===== config.mk =====
export PLATFORM = sky130hd
export DESIGN_NAME = pixel_blend_and_channel_unit
export DESIGN_NICKNAME = d
export VERILOG_FILES = /design/src/rtl/pbc_pkg.sv /design/src/rtl/pbc_lane.sv /design/src/rtl/pbc_merge.sv /design/src/rtl/pixel_blend_and_channel_unit.sv
export SDC_FILE = /design/constraint.sdc
export NUM_CORES = 1
export LEC_CHECK = 0
export ABC_AREA = 1
export BUFFER_PORTS_ARGS = -buffer_cell sky130_fd_sc_hd__buf_2
export CAP_MARGIN = 0
export CORE_UTILIZATION = 45
export DETAILED_ROUTE_END_ITERATION = 8
export PLACE_DENSITY = 0.65
export SYNTH_ARGS = -nofsm -noshare
export SYNTH_HDL_FRONTEND = slang
export SYNTH_SLANG_ARGS = --single-unit

===== constraint.sdc =====
create_clock -name clk -period 5.9 [get_ports clk]
set_clock_uncertainty 0.1 [all_clocks]
set_input_delay 1.18 -clock clk [delete_from_list [all_inputs] [get_ports clk]]
set_output_delay 1.18 -clock clk [all_outputs]
set_load 0.01 [all_outputs]

===== src/rtl/pbc_pkg.sv =====
// Shared types and constants for the pixel blend and channel unit.
// No dependencies; imported by the lane, merge and top-level modules.
package pbc_pkg;

	localparam int PIX_W = 8;
	localparam int CH_W  = 2;

	localparam logic [PIX_W-1:0] PIX_MAX = 8'hFF;

	typedef enum logic [2:0] {
		MODE_MULTIPLY = 3'd0,
		MODE_SUBTRACT = 3'd1,
		MODE_SCREEN   = 3'd2,
		MODE_OVERLAY  = 3'd3,
		MODE_ADD      = 3'd4,
		MODE_SCALE    = 3'd5,
		MODE_CLONE    = 3'd6,
		MODE_SET      = 3'd7
	} blend_mode_t;

	localparam logic [CH_W-1:0] CH_BLUE  = 2'd0;
	localparam logic [CH_W-1:0] CH_GREEN = 2'd1;
	localparam logic [CH_W-1:0] CH_RED   = 2'd2;
	localparam logic [CH_W-1:0] CH_NONE  = 2'd3;

	// Configuration register indexes on the write port
	localparam logic [1:0] REG_BLEND_MODE     = 2'd0;
	localparam logic [1:0] REG_PIXEL_CHANNEL  = 2'd1;
	localparam logic [1:0] REG_CHANNEL_AMOUNT = 2'd2;

	typedef struct packed {
		blend_mode_t       mode;
		logic [CH_W-1:0]   channel;
		logic [PIX_W-1:0]  amount;
	} pbc_cfg_t;

	// Per-stage load enables from the pipeline control
	typedef struct packed {
		logic ld_s1;
		logic ld_s2;
		logic ld_s3;
	} pbc_adv_t;

endpackage


===== src/rtl/pbc_lane.sv =====
// One color lane: product, divide-by-255 estimate and correction.
// Depends on pbc_pkg; three copies run side by side in the top level.
module pbc_lane import pbc_pkg::*; (
	input  logic             clk,
	input  pbc_cfg_t         cfg,
	input  pbc_adv_t         adv,
	input  logic             lane_sel,
	input  logic [PIX_W-1:0] a,
	input  logic [PIX_W-1:0] b,
	output logic [PIX_W-1:0] res
);

	// stage 1 combinational
	logic             inv_c;
	logic [PIX_W-1:0] mul_x, mul_y;
	logic [PIX_W:0]   sum_c;
	logic [PIX_W-1:0] direct_c;

	logic [2*PIX_W-1:0] prod_s1;
	logic [PIX_W-1:0]   direct_s1;
	logic               use_div_s1, invert_s1, k4_s1, scale_s1;

	// stage 2 combinational
	logic [18:0]      num_c;
	logic [17:0]      y_c;
	logic [25:0]      est_c;
	logic [PIX_W-1:0] direct2_c;

	logic [17:0]      y_s2;
	logic [9:0]       q0_s2;
	logic [PIX_W-1:0] direct_s2;
	logic             use_div_s2, invert_s2;

	// stage 3 combinational
	logic [17:0]      q255_c;
	logic [17:0]      rem_c;
	logic [9:0]       q_c;

	assign inv_c = (cfg.mode == MODE_SCREEN) || ((cfg.mode == MODE_OVERLAY) && b[PIX_W-1]);
	assign sum_c = {1'b0, a} + {1'b0, cfg.amount};

	always_comb begin
		if (cfg.mode == MODE_SCALE) begin
			mul_x = a;
			mul_y = cfg.amount;
		end else if (inv_c) begin
			mul_x = ~a;
			mul_y = ~b;
		end else begin
			mul_x = a;
			mul_y = b;
		end
	end

	always_comb begin
		unique case (cfg.mode)
			MODE_SUBTRACT: direct_c = (b > a) ? '0 : a - b;
			MODE_ADD:      direct_c = (lane_sel && sum_c[PIX_W]) ? PIX_MAX :
			                          (lane_sel ? sum_c[PIX_W-1:0] : a);
			MODE_SET:      direct_c = lane_sel ? b : a;
			default:       direct_c = a;
		endcase
	end

	always_ff @(posedge clk) begin
		if (adv.ld_s1) begin
			prod_s1    <= mul_x * mul_y;
			direct_s1  <= direct_c;
			use_div_s1 <= (cfg.mode == MODE_MULTIPLY) || (cfg.mode == MODE_SCREEN) ||
			              (cfg.mode == MODE_OVERLAY);
			invert_s1  <= inv_c;
			k4_s1      <= (cfg.mode == MODE_OVERLAY);
			scale_s1   <= (cfg.mode == MODE_SCALE) && lane_sel;
		end
	end

	// round(k*prod/510) = floor(floor((k*prod + 255)/2) / 255)
	assign num_c = (k4_s1 ? {1'b0, prod_s1, 2'b00} : {2'b00, prod_s1, 1'b0}) + 19'd255;
	assign y_c   = num_c[18:1];
	// y*257/65536 is floor(y/255) or one less
	assign est_c = {y_c, 8'b0} + {8'b0, y_c};

	assign direct2_c = scale_s1 ?
		((|prod_s1[2*PIX_W-1:PIX_W]) ? PIX_MAX : prod_s1[PIX_W-1:0]) : direct_s1;

	always_ff @(posedge clk) begin
		if (adv.ld_s2) begin
			y_s2       <= y_c;
			q0_s2      <= est_c[25:16];
			direct_s2  <= direct2_c;
			use_div_s2 <= use_div_s1;
			invert_s2  <= invert_s1;
		end
	end

	// correct the estimate by one where the remainder reaches 255
	assign q255_c = {q0_s2, 8'b0} - {8'b0, q0_s2};
	assign rem_c  = y_s2 - q255_c;
	assign q_c    = q0_s2 + {9'b0, (rem_c >= 18'd255)};

	assign res = use_div_s2 ? (invert_s2 ? ~q_c[PIX_W-1:0] : q_c[PIX_W-1:0]) : direct_s2;

endmodule


===== src/rtl/pbc_merge.sv =====
// Merge stage: combines the three lane results into the output register.
// Depends on pbc_pkg; handles the clone mode, which crosses lanes.
module pbc_merge import pbc_pkg::*; (
	input  logic             clk,
	input  pbc_cfg_t         cfg,
	input  logic             ld,
	input  logic [PIX_W-1:0] lane_blue,
	input  logic [PIX_W-1:0] lane_green,
	input  logic [PIX_W-1:0] lane_red,
	input  logic             last_in,
	output logic [PIX_W-1:0] out_blue,
	output logic [PIX_W-1:0] out_green,
	output logic [PIX_W-1:0] out_red,
	output logic             last_out
);

	logic             clone_en;
	logic [PIX_W-1:0] clone_val;
	logic [PIX_W-1:0] blue_q, green_q, red_q;
	logic             last_q;

	always_comb begin
		clone_en = (cfg.mode == MODE_CLONE);
		unique case (cfg.channel)
			CH_BLUE:  clone_val = lane_blue;
			CH_GREEN: clone_val = lane_green;
			CH_RED:   clone_val = lane_red;
			CH_NONE: begin
				clone_en  = 1'b0;
				clone_val = lane_blue;
			end
		endcase
	end

	always_ff @(posedge clk) begin
		if (ld) begin
			blue_q  <= clone_en ? clone_val : lane_blue;
			green_q <= clone_en ? clone_val : lane_green;
			red_q   <= clone_en ? clone_val : lane_red;
			last_q  <= last_in;
		end
	end

	assign out_blue  = blue_q;
	assign out_green = green_q;
	assign out_red   = red_q;
	assign last_out  = last_q;

endmodule


===== src/rtl/pixel_blend_and_channel_unit.sv =====
// Pixel blend and channel unit: three-stage pipeline, one lane per color.
// An accepted pixel pair passes through the stage 1, stage 2 and output registers.
// Throughput: one pair per cycle while out_stall is low; each stage loads when empty or draining.
// Reset (arst_n low) clears the stage valid bits and the three config registers.
module pixel_blend_and_channel_unit import pbc_pkg::*; (
	input  logic             clk,
	input  logic             arst_n,
	input  logic             wr_en,
	input  logic [1:0]       wr_index,
	input  logic [PIX_W-1:0] wr_data,
	input  logic             in_valid,
	output logic             in_stall,
	input  logic [PIX_W-1:0] first_blue,
	input  logic [PIX_W-1:0] first_green,
	input  logic [PIX_W-1:0] first_red,
	input  logic [PIX_W-1:0] second_blue,
	input  logic [PIX_W-1:0] second_green,
	input  logic [PIX_W-1:0] second_red,
	input  logic             last_pixel,
	output logic             out_valid,
	input  logic             out_stall,
	output logic [PIX_W-1:0] out_blue,
	output logic [PIX_W-1:0] out_green,
	output logic [PIX_W-1:0] out_red,
	output logic             last_out
);

	pbc_cfg_t  cfg_q;
	pbc_adv_t  adv;
	logic      v_s1, v_s2, out_valid_q;
	logic      last_s1, last_s2;
	logic [PIX_W-1:0] res_blue, res_green, res_red;

	always_ff @(posedge clk or negedge arst_n) begin
		if (!arst_n) begin
			cfg_q.mode    <= MODE_MULTIPLY;
			cfg_q.channel <= CH_BLUE;
			cfg_q.amount  <= '0;
		end else if (wr_en) begin
			unique case (wr_index)
				REG_BLEND_MODE:     cfg_q.mode    <= blend_mode_t'(wr_data[2:0]);
				REG_PIXEL_CHANNEL:  cfg_q.channel <= wr_data[CH_W-1:0];
				REG_CHANNEL_AMOUNT: cfg_q.amount  <= wr_data;
				default: ;
			endcase
		end
	end

	// a stage advances when it is empty or the stage after it advances
	always_comb begin
		adv.ld_s3 = !out_valid_q || !out_stall;
		adv.ld_s2 = !v_s2 || adv.ld_s3;
		adv.ld_s1 = !v_s1 || adv.ld_s2;
	end

	assign in_stall  = !adv.ld_s1;
	assign out_valid = out_valid_q;

	always_ff @(posedge clk or negedge arst_n) begin
		if (!arst_n) begin
			v_s1        <= 1'b0;
			v_s2        <= 1'b0;
			out_valid_q <= 1'b0;
		end else begin
			if (adv.ld_s1) v_s1 <= in_valid;
			if (adv.ld_s2) v_s2 <= v_s1;
			if (adv.ld_s3) out_valid_q <= v_s2;
		end
	end

	always_ff @(posedge clk) begin
		if (adv.ld_s1) last_s1 <= last_pixel;
		if (adv.ld_s2) last_s2 <= last_s1;
	end

	pbc_lane u_lane_blue (
		.clk      (clk),
		.cfg      (cfg_q),
		.adv      (adv),
		.lane_sel (cfg_q.channel == CH_BLUE),
		.a        (first_blue),
		.b        (second_blue),
		.res      (res_blue)
	);

	pbc_lane u_lane_green (
		.clk      (clk),
		.cfg      (cfg_q),
		.adv      (adv),
		.lane_sel (cfg_q.channel == CH_GREEN),
		.a        (first_green),
		.b        (second_green),
		.res      (res_green)
	);

	pbc_lane u_lane_red (
		.clk      (clk),
		.cfg      (cfg_q),
		.adv      (adv),
		.lane_sel (cfg_q.channel == CH_RED),
		.a        (first_red),
		.b        (second_red),
		.res      (res_red)
	);

	pbc_merge u_merge (
		.clk        (clk),
		.cfg        (cfg_q),
		.ld         (adv.ld_s3),
		.lane_blue  (res_blue),
		.lane_green (res_green),
		.lane_red   (res_red),
		.last_in    (last_s2),
		.out_blue   (out_blue),
		.out_green  (out_green),
		.out_red    (out_red),
		.last_out   (last_out)
	);

endmodule


# Word-level counts from Yosys, hierarchy flattened
# Cells that the tools add are included.
# word_totals
ff_bits	235
out_inout_bits	27
# classes
addsub	21
n_mul	3
magnitude_cmp	6
eq_ne	12
mux	47
bitwise_logic	9
n_reduce_logical	32
# op_table
op	count
$mux 8	39
$pmux 8 s3	4
$add 26x18->26	3
$not 8->8	9
$add 19x8->19 const B	3
$ge 18x8->1 const B	3
$mux 18	3
$sub 18x10->18	3
$sub 18x18->18	3
$mul 8x8->16	3
$add 8x8->9	3
$add 8x1->8	3
$gt 8x8->1	3
$reduce_or 8->1	3
$sub 8x8->8	3
$eq 3x3->1 const B	4
$logic_and 1x1->1	9
$logic_or 1x1->1	8
$eq 2x2->1 const B	3
$eq 3x2->1 const B	2
$reduce_and 2->1	3
$logic_not 1->1	5
$eq 2x1->1 const B	2
$logic_not 2->1	2
other kinds (4)	4

# Longest topological paths before layout
# Gate-level depths: netlist of the first run.
# depth
depth_word	9
ltp_mapped	30
ltp_nobuf	29

# Cells and area by module
# A second synthesis of the first run with hierarchy kept.
# hier_totals
hier_cells	3417
hier_area_um2	26511.7
# modules_own_cells
module	instances	cells_each	area_each_um2	seq_area_each_um2
pbc_lane (u_lane_blue)	1	1095	8276.7	1981.9
pbc_lane (u_lane_red)	1	1076	8172.8	1981.9
pbc_lane (u_lane_green)	1	1035	8032.7	1981.9
pbc_merge	1	130	1267.5	750.7
pixel_blend_and_channel_unit	1	81	762.0	460.4

# Least setup slack after synthesis of the first run
# OpenSTA, ideal clock, no wires.
# synth_timing
kind	in2reg
from	in out_stall
to	reg last_s1, enable pin
t_arrival_ps	6226
required_ps	5365
slack_ps	-861
path_stages	5
path_cell_list	nand2_1 -> nor2_1 -> inv_1 -> nor2_1 -> inv_1
# synth_rtl
item	line	rtl
start, declared	pixel_blend_and_channel_unit.sv:21	input logic out_stall,
end signal, assigned	pixel_blend_and_channel_unit.sv:72	if (adv.ld_s1) last_s1 <= last_pixel;
end, declared	pixel_blend_and_channel_unit.sv:31	logic last_s1, last_s2;

# Worst setup path after layout of the first run
# layout_timing
from	in second_blue[7]
to	reg u_lane_blue.prod_s1[15] (data pin)
# layout_via
elab_chain_len	5
word_cells_on_any_way	8
cone_classes	1 x mul; 4 x mux; 1 x bitwise; 2 x reduce/logical
# layout_lines
item	line	rtl
start, declared	pixel_blend_and_channel_unit.sv:16	input logic [PIX_W-1:0] second_blue,
$logic_and 1x1->1 *	pbc_lane.sv:39	assign inv_c = (cfg.mode == MODE_SCREEN) || ((cfg.mode == MODE_OVERLAY) && b[PIX_W-1]);
$logic_or 1x1->1 *	pbc_lane.sv:39	
net u_lane_blue.inv_c	pbc_lane.sv:14	logic inv_c;
$mux 8	pbc_lane.sv:46	end else if (inv_c) begin
$mux 8	pbc_lane.sv:43	if (cfg.mode == MODE_SCALE) begin
$mul 8x8->16 *	pbc_lane.sv:67	prod_s1 <= mul_x * mul_y;
end signal, assigned	pbc_lane.sv:67	
end, declared	pbc_lane.sv:19	logic [2*PIX_W-1:0] prod_s1;
# The timed path passes the listed nets; every way through them passes the cells marked *.
# A chain may end at the register's enable or synchronous reset.

==> flow_summary.rst, run 1 <==
.. list-table::
   :header-rows: 1

   * - Metric
     - Value
   * - Max frequency
     - 0.180 GHz
   * - Post-Place Worst Slack
     - -0.178 ns
   * - Vias in the first global route
     - 20,800
   * - Max-cap violation count
     - 0
   * - Post-DP HPWL
     - 54,700 um
   * - Highest fanout seen on the critical path
     - 8
   * - Most common cell type on the critical path
     - fa_1
   * - CTS buffer count
     - 28
   * - Cell at the root of the clock tree
     - clkbuf_16
   * - Die boundary height
     - 243 um
   * - Reg-to-reg critical path startpoint
     - cfg_q[11]$_DFFE_PN0P_
   * - Post-route ant nets
     - 0
   * - Tmin final
     - 5.54 ns
   * - Floorplan die area
     - 58,800 um2
   * - Minimum setup slack in the final design
     - 0.359 ns
   * - I/O Buffers
     - 90
   * - Number of flip-flops and latches in the synthesized netlist
     - 235
   * - Total detailed-routing wirelength
     - 65,000 um
   * - Depth of the CTS H-tree
     - 1
   * - Share of flip-flops with an asynchronous set or reset
     - 6.81%
   * - R2r endpoint
     - u_lane_blue.prod_s1[15]$_DFFE_PN_
   * - Combined global-route utilization of all metal layers
     - 22.1%
   * - Routed via count
     - 22,000
   * - I/O pin count
     - 91
   * - Clock Pin Slew Worst Setup and Hold Paths
     - 0.07 ns
   * - Number of antenna violations at the first check in global routing
     - 1
   * - Register-to-register path setup slack
     - 0.37 ns
   * - Average routed wire per standard cell
     - 14.9 um
   * - Worst hold stages
     - 0
   * - Area fraction of the dominant cell type after synthesis
     - 25.3%
   * - Worst path cell trace
     - buf_2, o21ai_2, clkinv_1, nand2_1, a31oi_1, inv_1, nor2_1, fa_1, fa_1, fa_1, inv_1, fa_1, inv_1, ha_1, a21oi_1, o21ai_0, a21oi_1, o21ai_0, a21oi_1, nor2_1, nor2_1, xor2_1
   * - Total inserted antenna cells
     - 0
   * - Final number of max-transition violations
     - 0
   * - Most used flip-flop cell after synthesis
     - edfxtp_1
   * - Average instance area after synthesis
     - 7.64 um2
   * - Share of final-layout standard cells stronger than drive strength 1
     - 9.91%
   * - Crit share post-route
     - 93.9%
   * - Net count after synthesis
     - 3,880
   * - Synth warn
     - 0
   * - Area inside the core boundary
     - 56,800 um2
   * - Crit start category
     - input port
   * - DRC violation count after routing
     - 0
   * - Final Hold Vio Count
     - 0
   * - Slew @ Worst Pin
     - 1.03 ns
   * - Number of distinct library cell variants in the gate-level netlist after synthesis
     - 58
   * - Highest metal used
     - met5
   * - Number of enable flip-flop cells after synthesis
     - 219
   * - Number of hold-repair buffers added at the cts stage
     - 0
   * - Library cell contributing the largest single delay on the critical path
     - fa_1
   * - Synthesized netlist cell count
     - 3,406
   * - Synth top area cells
     - edfxtp_1, ha_1, nand2_1, fa_1, inv_1
   * - Normalized max-slew margin
     - 30.5%
   * - Wire length of the first global-routing pass
     - 106,000 um
   * - Placer congestion estimate
     - 0.946
   * - Final core utilization
     - 50.9%
   * - Hold wc startpoint
     - last_s1$_DFFE_PN_
   * - Clk buf depth
     - 3
   * - Global-route congestion overflow total
     - 0
   * - End of the worst hold path
     - last_s2$_DFFE_PP_
   * - Number of vias per cell
     - 5.03
   * - Growth of design area from synthesis to finish
     - 11.0%
   * - Slowest cell delay on critical path
     - 0.52 ns
   * - Row cnt
     - 87
   * - Worst skew pair latency
     - 0.56 ns
   * - CTS tree
     - done
   * - Sequential fraction of the synthesis area
     - 26.8%
   * - First-pass iteration count of the detailed router
     - 5
   * - DIE WIDTH
     - 243 um
   * - Register-to-Register Path Depth
     - 25
   * - Synthesized cell area
     - 26,000 um2
   * - Wire length on met1
     - 31,100 um
   * - Pin count of the biggest net entering global routing
     - 81
   * - Sum of met2 wire segment lengths after detailed routing
     - 29,500 um
   * - Met3 Routed Length
     - 2650 um
   * - Result of the run
     - finished, final reports clean
   * - Start-to-end type of the worst setup path
     - in -> reg
   * - Required time reported for the critical path endpoint
     - 6.11 ns
   * - Initial Util
     - 45.8%
   * - Worst hold-check path type
     - reg -> reg
   * - Net count reported at finish
     - 4,066
   * - Final Setup Violations
     - 0
   * - Setup repair after global routing missed its margin
     - false
   * - Sink count of the clock tree
     - 235
   * - Library cell occupying the most area in the post-synthesis netlist
     - edfxtp_1
   * - Endpoint kind of the worst setup timing path
     - flip-flop
   * - Data arrival time at the worst-slack endpoint
     - 5.75 ns
   * - Leading cell types by count after synthesis
     - nand2_1, inv_1, ha_1, nor2_1, edfxtp_1
   * - Iteration-0 DRC Markers
     - 1,264
   * - Cell with the most instances after synthesis
     - nand2_1
worst max-delay path by stage:
stage | from | to | cells past startpoint
after floorplan | out_stall | last_s1$_DFFE_PN_ | 5
after global placement | second_red[7] | u_lane_red.prod_s1[15]$_DFFE_PN_ | 23
after detailed placement | second_blue[7] | u_lane_blue.prod_s1[15]$_DFFE_PN_ | 22
after CTS | cfg_q[11]$_DFFE_PN0P_ | u_lane_blue.prod_s1[15]$_DFFE_PN_ | 25
after global routing | second_blue[7] | u_lane_blue.prod_s1[15]$_DFFE_PN_ | 22
final | second_blue[7] | u_lane_blue.prod_s1[15]$_DFFE_PN_ | 22
layer usage:
layer	GRT usage (%)	vias to the layer above
met4	5.98	2
met1	30.9	9993
li1	-	11400
met3	1.74	79
met2	36.8	454
met5	0	-
state kept, by name, summed over array words and instances, names as in the netlist, 10 cells and up:
signal	flops
u_lane_green.prod_s1	16
cfg_q	13
u_lane_green.y_s2	18
u_lane_blue.q0_s2	10
u_lane_green.q0_s2	10
u_lane_blue.prod_s1	16
u_lane_red.y_s2	18
u_lane_red.prod_s1	16
u_lane_blue.y_s2	18
u_lane_red.q0_s2	10
placed cells by master (no fill, tap or decap), types with 15 or more instances in the layout:
| cell type | synthesis | final |
|---|---|---|
| nand2_1 | 808 | 808 |
| inv_1 | 606 | 602 |
| nor2_1 | 290 | 290 |
| ha_1 | 290 | 290 |
| edfxtp_1 | 219 | 219 |
| a21oi_1 | 178 | 178 |
| o21ai_0 | 172 | 171 |
| nand3_1 | 160 | 160 |
| fa_1 | 120 | 120 |
| buf_4 | 1 | 112 |
| xor2_1 | 110 | 110 |
| buf_2 | 5 | 90 |
| xnor2_1 | 75 | 75 |
| nand4_1 | 48 | 48 |
| a31oi_1 | 35 | 34 |
| nand2_2 | 28 | 28 |
| clkbuf_16 | 0 | 28 |
| nand3b_1 | 19 | 19 |
| nor3_1 | 19 | 18 |
| inv_2 | 14 | 16 |
| o211ai_1 | 16 | 16 |
| dfrtp_1 | 16 | 16 |
| o2111ai_1 | 15 | 15 |
| o21ai_2 | 14 | 15 |
| o21ai_1 | 15 | 15 |
final cells by class:
| type | count | area (um2) |
|---|---|---|
| Multi-Input combinational cell | 2494 | 16400 |
| Sequential cell | 235 | 6980 |
| Inverter | 630 | 2370 |
| Clock buffer | 31 | 712 |
| Timing Repair Buffer | 203 | 1310 |
| Tap cell | 756 | 946 |
| Fill cell | 5567 | 27900 |
| Clock inverter | 21 | 141 |
worst max-delay path, delay by kind of cell:
kind	cells	cell delay, ns
AND/OR/NAND/NOR	4	0.35
XOR/XNOR	1	0.07
adder cells (fa/ha/maj)	5	2.30
AO/OA/AOI/OAI	7	1.18
buffers and inverters	5	0.66
through the flow:
step	cell area (um2)	setup TNS, ns	std cells	hold slack [ns]
5_1_grt	28900	0	4370	0.340
4_1_cts	28900	0	4370	0.320
3_5_place_dp	28000	-0.518	4318	0.305
6_report	28900	0	4370	0.318
3_3_place_gp	28000	-0.170	4318	0.301
2_1_floorplan	26000	0	3406	0.300
what timing repair did:
item                                    CTS  global route
gates resized for setup                   0             4
endpoints found under the setup margin    0            10
buffers inserted                          0             0
cell families (layout without fill, tap and decap cells):
kind of cell	Yosys count	after routing	share of synthesized area, %
muxes	5	5	0.216
AOI/OAI and AO/OA	476	476	10.3
adders and majority gates	410	410	23.2
and+or+nand+nor	1415	1415	23.0
DFF	235	235	26.8
buffers and inverters	677	885	10.1
xor gates and xnor gates	188	188	6.41
Power of run 1 is not shown: default switching activity piles up to over one toggle a cycle in this logic, so the estimate is an artifact.
==> run 2, diff against run 1 <==
- CORE_UTILIZATION: 45 -> 30
- PLACE_DENSITY: 0.65 -> 0.48
==> run 2 against run 1 <==
Sequential cell count stayed put; worst hold slack improved by 0.0032 ns; non-clock buffer count grew 29; critical endpoint is now u_lane_red.prod_s1[15]$_DFFE_PN_; highest routed layer unchanged.
==> flow_summary.rst, run 2 (synthesis results as in run 1) <==
.. list-table::
   :header-rows: 1

   * - Metric
     - Value
   * - Result of the run
     - finished, final reports clean
   * - Number of antenna violations at the first check in global routing
     - 4 (+3)
   * - Highest metal used
     - met5
   * - Highest fanout seen on the critical path
     - 18 (+10)
   * - First-pass iteration count of the detailed router
     - 5 (unchanged)
   * - Worst skew pair latency
     - 0.59 ns (+0.03 ns)
   * - Tmin final
     - 5.53 ns (-0.0127 ns)
   * - Worst hold-check path type
     - reg -> reg
   * - DIE WIDTH
     - 297 um (+22%)
   * - Met3 Routed Length
     - 2850 um (+7.5%)
   * - Wire length on met1
     - 37,500 um (+20%)
   * - Clock Pin Slew Worst Setup and Hold Paths
     - 0.06 ns (about the same)
   * - Routed via count
     - 21,900 (-0.13%)
   * - Clk buf depth
     - 3 (unchanged)
   * - Vias in the first global route
     - 21,500 (+3.4%)
   * - Library cell contributing the largest single delay on the critical path
     - fa_1
   * - Crit share post-route
     - 93.7% (-0.22 points)
   * - Start point of the critical path
     - cfg_q[12]$_DFFE_PN0P_
   * - Final number of max-transition violations
     - 0 (unchanged)
   * - Most frequent standard cell in the layout excluding fill and tap cells
     - nand2_1
   * - Post-DP HPWL
     - 62,400 um (+14%)
   * - Post-route ant nets
     - 0 (unchanged)
   * - Max frequency
     - 0.181 GHz (+0.23%)
   * - Global-route congestion overflow total
     - 0 (unchanged)
   * - Placer congestion estimate
     - 0.899 (-5.0%)
   * - DRC violation count after routing
     - 0 (unchanged)
   * - Slew @ Worst Pin
     - 0.973 ns (-0.0600 ns)
   * - Max-cap violation count
     - 0 (unchanged)
   * - Register-to-register path setup slack
     - 0.37 ns (about the same)
   * - Largest registers
     - u_lane_blue.y_s2 (18), u_lane_green.y_s2 (18), u_lane_red.y_s2 (18)
   * - Crit start category
     - flip-flop
   * - Sink count of the clock tree
     - 235 (unchanged)
   * - I/O Buffers
     - 90 (unchanged)
   * - Floorplan die area
     - 88,000 um2 (+50%)
   * - Net count reported at finish
     - 4,097 (+0.76%)
   * - Cell at the root of the clock tree
     - clkbuf_16
   * - Combined global-route utilization of all metal layers
     - 16.8% (-5.3 points)
   * - Pin count of the biggest net entering global routing
     - 82 (+1.2%)
   * - Normalized max-slew margin
     - 34.9% (+4.4 points)
   * - I/O pin count
     - 91 (unchanged)
   * - Depth of the CTS H-tree
     - 1 (unchanged)
   * - Total detailed-routing wirelength
     - 73,400 um (+13%)
   * - Area inside the core boundary
     - 85,500 um2 (+51%)
   * - CTS tree
     - done
   * - CTS buffer count
     - 30 (+7.1%)
   * - Total placed instance area
     - 28,800 um2 (+2.6%)
   * - Leading cell types in the layout, fill and taps excluded
     - nand2_1, inv_1, ha_1, nor2_1, edfxtp_1
   * - Wire length of the first global-routing pass
     - 117,000 um (+10%)
   * - Start-to-end type of the worst setup path
     - reg -> reg
   * - Final Hold Vio Count
     - 0 (unchanged)
   * - Share of final-layout standard cells stronger than drive strength 1
     - 10.6% (+0.74 points)
   * - Endpoint kind of the worst setup timing path
     - flip-flop
   * - Average routed wire per standard cell
     - 15.3 um (+3.1%)
   * - Data arrival time at the worst-slack endpoint
     - 5.74 ns (about the same)
   * - Iteration-0 DRC Markers
     - 1,157 (-8.5%)
   * - Number of vias per cell
     - 4.58 (-8.9%)
   * - Setup repair after global routing missed its margin
     - false
   * - Required time reported for the critical path endpoint
     - 6.11 ns (about the same)
   * - Reg-to-reg critical path startpoint
     - cfg_q[12]$_DFFE_PN0P_
   * - Final instance area
     - 29,800 um2 (+3.0%)
   * - Register-to-Register Path Depth
     - 26 (+4.0%)
   * - R2r endpoint
     - u_lane_red.prod_s1[15]$_DFFE_PN_
   * - Die boundary height
     - 297 um (+22%)
   * - Row cnt
     - 107 (+23%)
   * - End of the critical path
     - u_lane_red.prod_s1[15]$_DFFE_PN_
   * - Final Setup Violations
     - 0 (unchanged)
   * - Growth of design area from synthesis to finish
     - 14.4%
   * - Sum of met2 wire segment lengths after detailed routing
     - 31,100 um (+5.5%)
   * - Slowest cell delay on critical path
     - 0.54 ns (+0.02 ns)
   * - Initial Util
     - 30.4% (-15 points)
run 2: layout make-up:
type | count | area, um2
fill | 9161 | 55800
multi-input combinational | 2494 | 16400
sequential | 235 | 6980
inverter | 630 | 2370
timing repair buffer | 232 | 1570
tap | 1144 | 1430
clock buffer | 36 | 793
clock inverter | 17 | 196
antenna | 1 | 2.50
run 2: metal layers:
metal | vias to the layer above | global-route usage, %
met3 | 98 | 1.61
met2 | 349 | 26.5
met1 | 10000 | 24.4
li1 | 11500 | -
met5 | - | 0
met4 | 2 | 4.64
run 2: how the worst min path moves through the flow:
stage                                         from                              to  slack [ns]  depth (start not counted)
global route                     last_s1$_DFFE_PN_               last_s2$_DFFE_PP_        0.33                          0
finish              u_lane_red.invert_s1$_DFFE_PN_  u_lane_red.invert_s2$_DFFE_PP_        0.32                          0
floorplan                        last_s1$_DFFE_PN_               last_s2$_DFFE_PP_        0.30                          0
global placement                 last_s1$_DFFE_PN_               last_s2$_DFFE_PP_        0.31                          0
CTS                 u_lane_red.invert_s1$_DFFE_PN_  u_lane_red.invert_s2$_DFFE_PP_        0.33                          0
detailed placement  u_lane_red.invert_s1$_DFFE_PN_  u_lane_red.invert_s2$_DFFE_PP_        0.31                          0
run 2: repair_timing:
| item | in CTS | in global routing |
|---|---|---|
| resized for setup | 0 | 3 |
| setup endpoints to repair | 0 | 4 |
| endpoints found under the hold margin | 0 | 0 |
| setup buffers | 0 | 0 |
| hold buffers | 0 | 0 |
run 2: stage by stage:
stage	std cells	TNS [ns]	setup slack [ns]	util, %	hold slack, ns
2_1_floorplan	3406	0	0.0357	-	0.300
3_3_place_gp	4735	-0.243	-0.136	33.6	0.313
3_5_place_dp	4735	-0.362	-0.144	33.6	0.312
4_1_cts	4788	0	0.271	34.8	0.326
5_1_grt	4789	0	0.0132	34.8	0.331
6_report	4789	0	0.371	34.8	0.322
run 2: worst max-delay path, delay by kind of cell, from the launching register on:
kind | cells | cell delay [ns]
fa+ha+maj | 5 | 2.39
buf+inv | 8 | 0.95
simple gates | 7 | 0.50
flops | 1 | 0.47
compound gates | 6 | 0.84
Power of run 2 is left out for the same reason.
